==> src/rtl/bpfa_pkg.sv <==
`default_nettype none

package bpfa_pkg;

	localparam int DEFAULT_NUM_PAGES = 65536;
	localparam int PAGE_INDEX_LIMIT  = 65536;
	localparam int WORD_BITS         = 64;
	localparam int BIT_W             = 6;
	localparam int COUNT_W           = 17;
	localparam int INDEX_W           = 16;
	localparam int OP_W              = 3;
	localparam int STATUS_W          = 2;

	localparam logic [COUNT_W-1:0] COUNT_MAX = '1;

	localparam logic [OP_W-1:0] OP_REQUEST   = 3'd0;
	localparam logic [OP_W-1:0] OP_FREE      = 3'd1;
	localparam logic [OP_W-1:0] OP_LOCK      = 3'd2;
	localparam logic [OP_W-1:0] OP_RESERVE   = 3'd3;
	localparam logic [OP_W-1:0] OP_UNRESERVE = 3'd4;

	localparam logic [STATUS_W-1:0] ST_DONE    = 2'd0;
	localparam logic [STATUS_W-1:0] ST_ALREADY = 2'd1;
	localparam logic [STATUS_W-1:0] ST_NO_FREE = 2'd2;
	localparam logic [STATUS_W-1:0] ST_RANGE   = 2'd3;

	typedef struct packed {
		logic             found;
		logic [BIT_W-1:0] pos;
	} scan_res_t;

	function automatic logic [COUNT_W-1:0] inc_sat(input logic [COUNT_W-1:0] v);
		return (v == COUNT_MAX) ? COUNT_MAX : v + 1'b1;
	endfunction

	function automatic logic [COUNT_W-1:0] dec_sat(input logic [COUNT_W-1:0] v);
		return (v == '0) ? '0 : v - 1'b1;
	endfunction

endpackage

`default_nettype wire

==> src/rtl/bpfa_word_scan.sv <==
`default_nettype none

// First free page in one bitmap word, at or above start_bit and below avail.
module bpfa_word_scan import bpfa_pkg::*; (
	input  logic [WORD_BITS-1:0] word,
	input  logic [BIT_W-1:0]     start_bit,
	input  logic [COUNT_W-1:0]   avail,
	output scan_res_t            res
);

	logic [BIT_W:0]         avail_c;
	logic [WORD_BITS-1:0]   cand;
	logic [WORD_BITS-1:0]   lowest;
	logic [BIT_W-1:0]       pos;

	assign avail_c = (avail >= COUNT_W'(WORD_BITS)) ? (BIT_W+1)'(WORD_BITS)
		: avail[BIT_W:0];

	always_comb begin
		for (int b = 0; b < WORD_BITS; b++) begin
			cand[b] = !word[b] && (BIT_W'(b) >= start_bit) && ((BIT_W+1)'(b) < avail_c);
		end
	end

	// isolate lowest candidate, then encode the one-hot
	assign lowest = cand & (~cand + 1'b1);

	always_comb begin
		pos = '0;
		for (int b = 0; b < WORD_BITS; b++) begin
			if (lowest[b]) begin
				pos = pos | BIT_W'(b);
			end
		end
	end

	assign res = '{found: |cand, pos: pos};

endmodule

`default_nettype wire

==> config.mk <==
export PLATFORM = sky130hd
export DESIGN_NAME = bpfa_word_scan
export DESIGN_NICKNAME = d
export VERILOG_FILES = /design/src/rtl/bpfa_pkg.sv /design/src/rtl/bpfa_word_scan.sv
export SDC_FILE = /design/constraint.sdc
export NUM_CORES = 1
export LEC_CHECK = 0
export ABC_AREA = 1
export BUFFER_PORTS_ARGS = -buffer_cell sky130_fd_sc_hd__buf_2
export CAP_MARGIN = 15
export CORE_ASPECT_RATIO = 0.8
export CORE_MARGIN = 2
export CORE_UTILIZATION = 60
export DETAILED_ROUTE_END_ITERATION = 7
export PLACE_DENSITY = 0.91
export SLEW_MARGIN = 20
export SYNTH_ARGS = -nofsm -noshare
export SYNTH_HDL_FRONTEND = slang
export SYNTH_SLANG_ARGS = --single-unit
==> constraint.sdc <==
create_clock -name vclk -period 5.8
set_input_delay 0.29 -clock vclk [all_inputs]
set_output_delay 0.29 -clock vclk [all_outputs]
set_load 0.1 [all_outputs]
Word-level counts from Yosys, hierarchy flattened:

Index checks and enable logic that the tools add are counted.

* bits in registers: 0
* word-level logic and storage cells: 389
* output and inout port bits: 7

* reductions and logical operators: 193
* bitwise gates (word level): 2
* $add $sub $neg: 1
* muxes and demuxes: 64
* $lt $le $gt $ge: 129

Operator list (count)
* $lt A6 B7 Y1 const A: 32
* $ge A6 B6 Y1 const A: 32
* $mux W6: 32
* $logic_and A1 B1 Y1: 128
* $lt A5 B7 Y1 const A: 16
* $ge A5 B6 Y1 const A: 16
* $mux W5: 16
* $add A64 B1 Y64 const B: 1
* $and A64 B64 Y64: 1
* $logic_not A1 Y1: 64
* $not A64 Y64: 1
* $reduce_or A64 Y1: 1
* $lt A4 B7 Y1 const A: 8
* $ge A4 B6 Y1 const A: 8
* $mux W4: 8
* $lt A3 B7 Y1 const A: 4
* $ge A3 B6 Y1 const A: 4
* $ge A17 B7 Y1 const B: 1
* $lt A1 B7 Y1 const A: 2
* $lt A2 B7 Y1 const A: 2
* $ge A1 B6 Y1 const A: 2
* $ge A2 B6 Y1 const A: 2
* $mux W3: 4
* $mux W7: 1
* 2 further kinds: 3

Longest topological paths before layout:

Gate-level depths: netlist of the first run.

* depth in word-level cells: 70
* depth in mapped cells: 22
* gate-level depth less buffers: 21

Worst setup path before layout of the first run:

OpenSTA, ideal clock, no wires.

* kind: input to output
* start point: input avail[10]
* end point: output res[3] in the netlist's numbering
* arrival: 2.822 ns
* path buffers: 1
* required time: 5.510 ns
* setup slack: 2.688 ns
* stages: 18
* path through: nor2_1 nand2_2 nor2_8 nand3_4 buf_6 nor2_8 nand2_2 nand2_1 nand2_1 nor2_1 nand2_1 nor2_1 nand3_2 nor2_2 nor2_2 nand3_1 nor2_1 nand3_1

RTL lines
* from (decl): RTL line bpfa_word_scan.sv:7 `input logic [COUNT_W-1:0] avail,`
* to (decl): RTL line bpfa_word_scan.sv:8 `output scan_res_t res`

==> results of run 1 <==
## critical path: cells and delay by family
kind                   cells  cell delay, ps
AND/OR/NAND/NOR           14            2400
buffers and inverters      2             520
AO/OA/AOI/OAI              1             370
## synthesized netlist by cell type (all sizes together)
library cell,number
a211oi,3
a21oi,35
and3,2
buf,9
clkbuf,3
inv,131
nand2,324
nand3,89
nand3b,15
nand4,28
nor2,233
nor2b,1
nor3,13
o2111ai,1
o211ai,3
o21ai,16
o21bai,4
o22ai,1
o31ai,2
or2,2
or3,1
## cell type report
cell class,instances,area [µm²],share of cell area (%)
multi-input cells,773,3650,77.3
inverters,131,492,10.4
well taps,87,109,2.30
repair buffers,94,470,9.95
## power by group through the flow
stage | clock network [mW] | logic, mW | registers [mW]
floorplan | 0 | 0.277 | 0
global placement | 0 | 0.377 | 0
detailed placement | 0 | 0.377 | 0
CTS | 0 | 0.378 | 0
global route | 0 | 0.424 | 0
finish | 0 | 0.392 | 0
## logic make-up after synthesis
logic type             Yosys count  synth area share [%]
AO/OA/AOI/OAI                   65                  9.17
buffers and inverters          143                  13.6
AND/OR/NAND/NOR                708                  77.2
## path summary, 6_finish.rpt
check                     start  cells past startpoint      to
worst max-delay path  avail[13]                     17  res[5]
worst min-delay path   word[63]                      5  res[6]
## layout by cell type, fill, tap and decap left out, types with 2 or more instances in the layout
cell        n
nand2_1   311
nor2_1    198
inv_1     116
buf_2      94
nand3_1    80
a21oi_1    35
nand4_1    23
nor2_2     20
inv_2      15
nand3b_1   15
nand2_2    13
nor3_1     13
nor2_4     12
o21ai_0    10
nand3_2     8
o21ai_1     6
nand4_4     4
nor2_8      3
a211oi_1    3
o21bai_1    3
and3_1      2
## per-layer routing
layer | global-route usage, % | part of all wire, %
met5 | 0 | 0
met4 | 12.8 | 3.4
met3 | 10.5 | 14
met2 | 70.3 | 41
met1 | 58.2 | 41
==> Implementation_results.wiki, run 1 <==
{| class="wikitable"
! Metric !! Value
|-
| Outcome || completed
|-
| Static Leak || 2.90 nW
|-
| Synth-to-layout area growth || 11.7%
|-
| Worst setup EP type || primary output
|-
| Net load switching power || 0.290 mW
|-
| Fraction of post-synthesis cell area in the top cell type by area || 27.6%
|-
| Power density relative to cell area || 83.0 nW/µm²
|-
| Setup total negative slack || 0 ps
|-
| Number of placement rows || 27
|-
| Peak ir drop on the vdd network || 87.1 µV
|-
| Minimum hold slack || 1450 ps
|-
| Horiz. Die Dim || 97.9 µm
|-
| Critical path cell sequence || buf_2 > nor2_1 > nand2_1 > nor2_8 > nand4_2 > o21ai_1 > nand2_1 > nor2_1 > nand2_2 > nor3_1 > nand3_1 > nand2_1 > nor2_1 > nand3_1 > nor2_1 > nand2_1 > buf_2
|-
| Post-CTS sizing || 0
|-
| Slew Limit Headroom || 40.9%
|-
| Share of layout cells above drive strength 1 || 17.6%
|-
| Antenna viol nets, final || 0
|-
| Sort of element at the start of the critical path || input port
|-
| Placed Cells incl. Taps || 1085
|-
| Area of the core || 6860 µm²
|-
| Non-filler instance count after layout || 1085
|-
| Iteration-0 DRC count of the detailed router || 741
|-
| Worst path arrival time || 3600 ps
|-
| Fraction of the cycle the final worst path needs || 67.1%
|-
| Fillcell total || 736
|-
| Ys Warns || 0
|-
| Hold_buf cts || 0
|-
| Largest cells by area after synthesis || nand2_1 (28%), nor2_1 (18%), inv_1 (10%)
|-
| Tightest Hold Check Type || in2out
|-
| Internal power || 0.102 mW
|-
| Pin slew with the least headroom to its limit || 886 ps
|-
| Aggregate global-route resource usage || 43.7%
|-
| Detail-routed via count per cell || 5.90
|-
| Synthesized net count || 1003
|-
| Count of clock-net buffers in the final layout || 0
|-
| Placed cell areas || 4730 µm²
|-
| Drt wl/cell || 15.9 µm
|-
| Via count of the first global-routing pass || 5818
|-
| Full die area || 7740 µm²
|-
| Number of antenna violations at the first check in global routing || 0
|-
| Number of distinct library cells after synthesis || 38
|-
| Highest fanout seen on the critical path || 17
|-
| Sw Ratio || 74.0%
|-
| Overall via count from detail_route || 6405
|-
| Cell taking the most area after synthesis || nand2_1
|-
| Final Slew Violations || 0
|-
| Post-layout util || 68.9%
|-
| Share of the yosys chip area belonging to registers || 0%
|-
| Final HPWL from detailed placement || 14.5 mm
|-
| Number of antenna repair diodes || 0
|-
| Global route total overflow || 0
|-
| Number of sequential cells in the layout || 0
|-
| Number of port buffers || 94
|-
| Post-Place Setup Slack || 2100 ps
|-
| Total power || 0.392 mW
|-
| Global placement routability congestion || 1.10
|-
| Pre-antenna DRT Iters || 7
|-
| Syn_area_per_cell || 4.62 µm²
|-
| Highest attainable clock frequency || 257 MHz
|-
| Final instance area || 4730 µm²
|-
| Starting Density || 61.7%
|-
| Sequential cell area || 0 µm²
|-
| Post-Syn Instances || 916
|-
| Clock power frac || 0%
|-
| Final #Nets || 1087
|-
| Largest incremental delay on the critical path || 420 ps
|-
| Reg power frac || 0%
|-
| Largest net degree at the start of global routing || 19
|-
| Part of the power in combinational logic || 100.0%
|-
| Critical Path Slowest Stage Cell || buf_2
|-
| Number of placed I/O pins || 94
|-
| Drt total wl || 17.2 mm
|-
| Final hold violation count || 0
|-
| MaxCap Viol Count || 0
|-
| PnR worst setup slack || 1910 ps
|-
| Post-CTS setup-driven buffer insertion count || 0
|-
| Required time at the endpoint of the critical path || 5510 ps
|-
| Post-layout min period || 3890 ps
|-
| Critical path class || in2out
|-
| Detailed-route DRC error count || 0
|-
| Cell area after technology mapping || 4230 µm²
|-
| Setup repair after global routing missed its margin || no
|-
| First-pass GRT wire length || 27.8 mm
|-
| Setup-violating endpoint count in the final report || 0
|-
| Vertical die dimension || 79.1 µm
|}
Power figures use the tool's default switching activity.
==> inputs of run 2 (changes only) <==
ABC_AREA = 0   (was 1)
CORE_UTILIZATION = 57   (was 60)
PLACE_DENSITY = 0.9   (was 0.91)
clock period = 3.68 ns   (was 5.8 ns; I/O delays follow)
==> Implementation_results.wiki, run 2 <==
{| class="wikitable"
! Metric !! Value
|-
| Number of placed I/O pins || 94
|-
| Vertical die dimension || 73.7 µm
|-
| Global route total overflow || 74
|-
| Global placement routability congestion || 1.28
|-
| Xor/xnor share of the synthesized area || 0%
|-
| Worst_ep grt || res[4]
|-
| Post-Syn Instances || 554
|-
| Largest cells by area after synthesis || nor2_1 (6.6%), nand2_1 (5.3%), a21oi_1 (5.2%)
|-
| Cell taking the most area after synthesis || nor2_1
|-
| Post-Place Setup Slack || -219 ps
|-
| Count leader, synth || nor2_1
|-
| Kind of pin the worst path terminates on || primary output
|-
| Number of distinct library cells after synthesis || 82
|-
| Multiplexer share of the synthesized area || 0%
|-
| Aggregate global-route resource usage || 81.5%
|-
| Largest family of logic cells by synthesized area || simple AND/OR/NAND/NOR gates
|-
| Largest net degree at the start of global routing || 23
|-
| Top post-synthesis cells by count || nor2_1 (61), nand2_1 (49), a21oi_1 (36)
|-
| Fraction of post-synthesis cell area in the top cell type by area || 6.62%
|-
| Horiz. Die Dim || 91.1 µm
|-
| Fraction of the mapped netlist area in simple logic gates || 48.6%
|-
| Hold_buf cts || 0
|-
| Post-synthesis adder-cell area fraction || 0%
|-
| Ys Warns || 0
|-
| Number of placement rows || 25
|-
| Share of the yosys chip area belonging to registers || 0%
|-
| Placed cell areas || 4490 µm²
|-
| Number of port buffers || 94
|-
| Cell area after technology mapping || 3460 µm²
|-
| Syn_area_per_cell || 6.25 µm²
|-
| Error that stopped the run || [ERROR GRT-0232] Routing congestion too high. Check the congestion heatmap in the GUI.
|-
| Starting Density || 58.9%
|-
| Fraction of the mapped netlist area in compound gates || 44.7%
|-
| Synthesized net count || 641
|-
| Outcome || stopped before the end
|-
| Final HPWL from detailed placement || 14.6 mm
|-
| Stop stage || global routing
|}
## run 2: cells by family after synthesis
kind of cell,count (synthesis)
and+or+nand+nor,297
AOI/OAI and AO/OA,210
buffers and inverters,47
## run 2: what timing repair did
action                     4_1_cts
pin swaps                        6
resized for setup               19
setup endpoints to repair        6
hold endpoints to repair         0
buffers inserted                 5
## run 2: per-stage QoR
stage | setup TNS, ps | cells | utilization, % | hold slack [ps]
floorplan | -463 | 554 | - | 1010
global placement | -84.0 | 755 | 76.4 | 955
detailed placement | -689 | 755 | 76.4 | 975
CTS | 0 | 760 | 79.0 | 980
## run 2: per-layer routing
layer,global-route usage [%],GRT overflow
met5,27.3,0
met3,63.8,0
met2,99.6,46
met4,86.7,23
met1,81.2,5
==> inputs of run 3 (changes only) <==
CORE_ASPECT_RATIO = unset   (was 0.8)
CORE_UTILIZATION = 40   (was 57)
PLACE_DENSITY = unset   (was 0.9)
PLACE_DENSITY_LB_ADDON = 0.15   (was unset)
==> Implementation_results.wiki, run 3 <==
{| class="wikitable"
! Metric !! Value
|-
| Setup-violating endpoint count in the final report || 5
|-
| Fraction of post-synthesis cell area in the top cell type by area || 6.62%
|-
| Violated checks || setup timing
|-
| Required time at the endpoint of the critical path || 3500 ps
|-
| Pre-antenna DRT Iters || 6
|-
| Setup repair after global routing missed its margin || yes
|-
| Synthesized net count || 641
|-
| Iteration-0 DRC count of the detailed router || 795
|-
| Share of layout cells above drive strength 1 || 41.2%
|-
| Share of the yosys chip area belonging to registers || 0%
|-
| Starting Density || 41.7%
|-
| Number of placement rows || 33
|-
| Post-Place Setup Slack || -140 ps
|-
| Number of antenna violations at the first check in global routing || 0
|-
| Static Leak || 2.17 nW
|-
| Syn_area_per_cell || 6.25 µm²
|-
| Largest cells by area after synthesis || nor2_1 (6.6%), nand2_1 (5.3%), a21oi_1 (5.2%)
|-
| Antenna viol nets, final || 0
|-
| Sort of element at the start of the critical path || input port
|-
| Via count of the first global-routing pass || 5637
|-
| Vertical die dimension || 97.0 µm
|-
| MaxCap Viol Count || 0
|-
| Top post-synthesis cells by count || nor2_1 (61), nand2_1 (49), a21oi_1 (36)
|-
| Non-filler instance count after layout || 847
|-
| Ys Warns || 0
|-
| Fraction of the cycle the final worst path needs || 103%
|-
| Most common cell after layout, fill and taps aside || buf_4
|-
| Detailed-route DRC error count || 0
|-
| Synth-to-layout area growth || 54.2%
|-
| Final #Nets || 831
|-
| Power density relative to cell area || 141 nW/µm²
|-
| Highest fanout seen on the critical path || 8
|-
| Post-Syn Instances || 554
|-
| Peak ir drop on the vdd network || 77.3 µV
|-
| Number of placed I/O pins || 94
|-
| Sequential cell area || 0 µm²
|-
| Number of sequential cells in the layout || 0
|-
| Count of clock-net buffers in the final layout || 0
|-
| Startpoint of the lowest-slack hold path || word[63]
|-
| Cell taking the most area after synthesis || nor2_1
|-
| Placed cell areas || 4980 µm²
|-
| Detail-routed via count per cell || 7.18
|-
| Hold endpoint || res[6]
|-
| Aggregate global-route resource usage || 39.7%
|-
| Drt total wl || 19.9 mm
|-
| Cell area after technology mapping || 3460 µm²
|-
| Global placement routability congestion || 1.13
|-
| Critical path class || in2out
|-
| Outcome || finished with violations
|-
| Post-layout util || 64.3%
|-
| Final HPWL from detailed placement || 16.0 mm
|-
| Final instance area || 5340 µm²
|-
| Overall via count from detail_route || 6079
|-
| Count leader, synth || nor2_1
|-
| Placed Cells incl. Taps || 838
|-
| Number of port buffers || 94
|-
| Global route total overflow || 0
|-
| Full die area || 9410 µm²
|-
| Worst setup EP type || primary output
|-
| Most frequent cells in the layout || buf_4 (134), buf_2 (87), nor2_1 (59), nand2_1 (49), a21oi_1 (33)
|-
| Drt wl/cell || 23.5 µm
|-
| Final Slew Violations || 0
|-
| Largest net degree at the start of global routing || 23
|-
| First-pass GRT wire length || 30.3 mm
|-
| Area of the core || 8300 µm²
|-
| Number of antenna repair diodes || 0
|-
| Final hold violation count || 0
|-
| Slew Limit Headroom || 42.0%
|-
| Pin slew with the least headroom to its limit || 870 ps
|-
| Post-layout min period || 3810 ps
|-
| Horiz. Die Dim || 97.0 µm
|-
| Worst hold path stage count || 5
|-
| Number of distinct library cells after synthesis || 82
|-
| Tightest Hold Check Type || in2out
|-
| Fillcell total || 772
|-
| Highest attainable clock frequency || 263 MHz
|-
| Worst path arrival time || 3620 ps
|-
| PnR worst setup slack || -127 ps
|}
-- run 3: cell counts after synthesis --
Identical to the previous run, type by type.
-- run 3: critical path, stage by stage --
cell	delay (ps)
buf_2	110
or4_4	610
buf_4	200
a2111oi_1	420
buf_4	220
o22ai_1	90
or4_4	450
nor2_2	120
or4b_4	480
o22ai_2	220
nor2_1	70
o2111a_1	130
nand3b_1	130
buf_12	190
-- run 3: cell families (layout without fill, tap and decap cells) --
logic type / Yosys count / count (layout) / synth area share, %
AND/OR/NAND/NOR: 297 / 297 / 48.6
AO/OA/AOI/OAI: 210 / 210 / 44.7
buffers and inverters: 47 / 235 / 6.65
-- run 3: worst max path at each step --
stage	start	endpoint	slack, ps	cells past startpoint
after floorplan	avail[15]	res[5]	-170	12
after global routing	avail[15]	res[2]	-200	14
after global placement	avail[8]	res[5]	-70	14
after detailed placement	avail[8]	res[3]	-140	14
final	avail[15]	res[3]	-130	14
after CTS	avail[8]	res[3]	-7	16
-- run 3: metal layers --
layer / part of all wire, % / vias to the layer above / global-route usage (%)
met4: 7.2 / 0 / 20.4
li1: - / 2621 / -
met1: 37 / 2807 / 51.0
met3: 13 / 123 / 8.60
met2: 43 / 528 / 62.1
met5: 0 / - / 0
-- run 3: layout make-up --
class	count	area (µm²)	share of cell area, %
inverters	2	7.51	0.141
multi-input cells	507	3540	66.3
well taps	105	131	2.46
repair buffers	233	1660	31.1
-- run 3: report_power, final --
group	switching (mW)	internal [mW]
Clock	0	0
Sequential	0	0
Combinational	0.454	0.301
-- run 3: stage by stage --
stage	hold WS, ps	total power, mW	TNS [ps]
detailed placement	960	0.691	-454
finish	966	0.755	-442
global route	1010	0.787	-880
CTS	967	0.707	-12.8
global placement	971	0.687	-228
floorplan	1010	0.385	-463
-- run 3: repair_timing --
action,in CTS,in global routing
pin swaps,11,11
setup endpoints to repair,6,7
hold buffers,0,0
buffers inserted,7,2
endpoints found under the hold margin,0,0
gates resized for setup,21,30
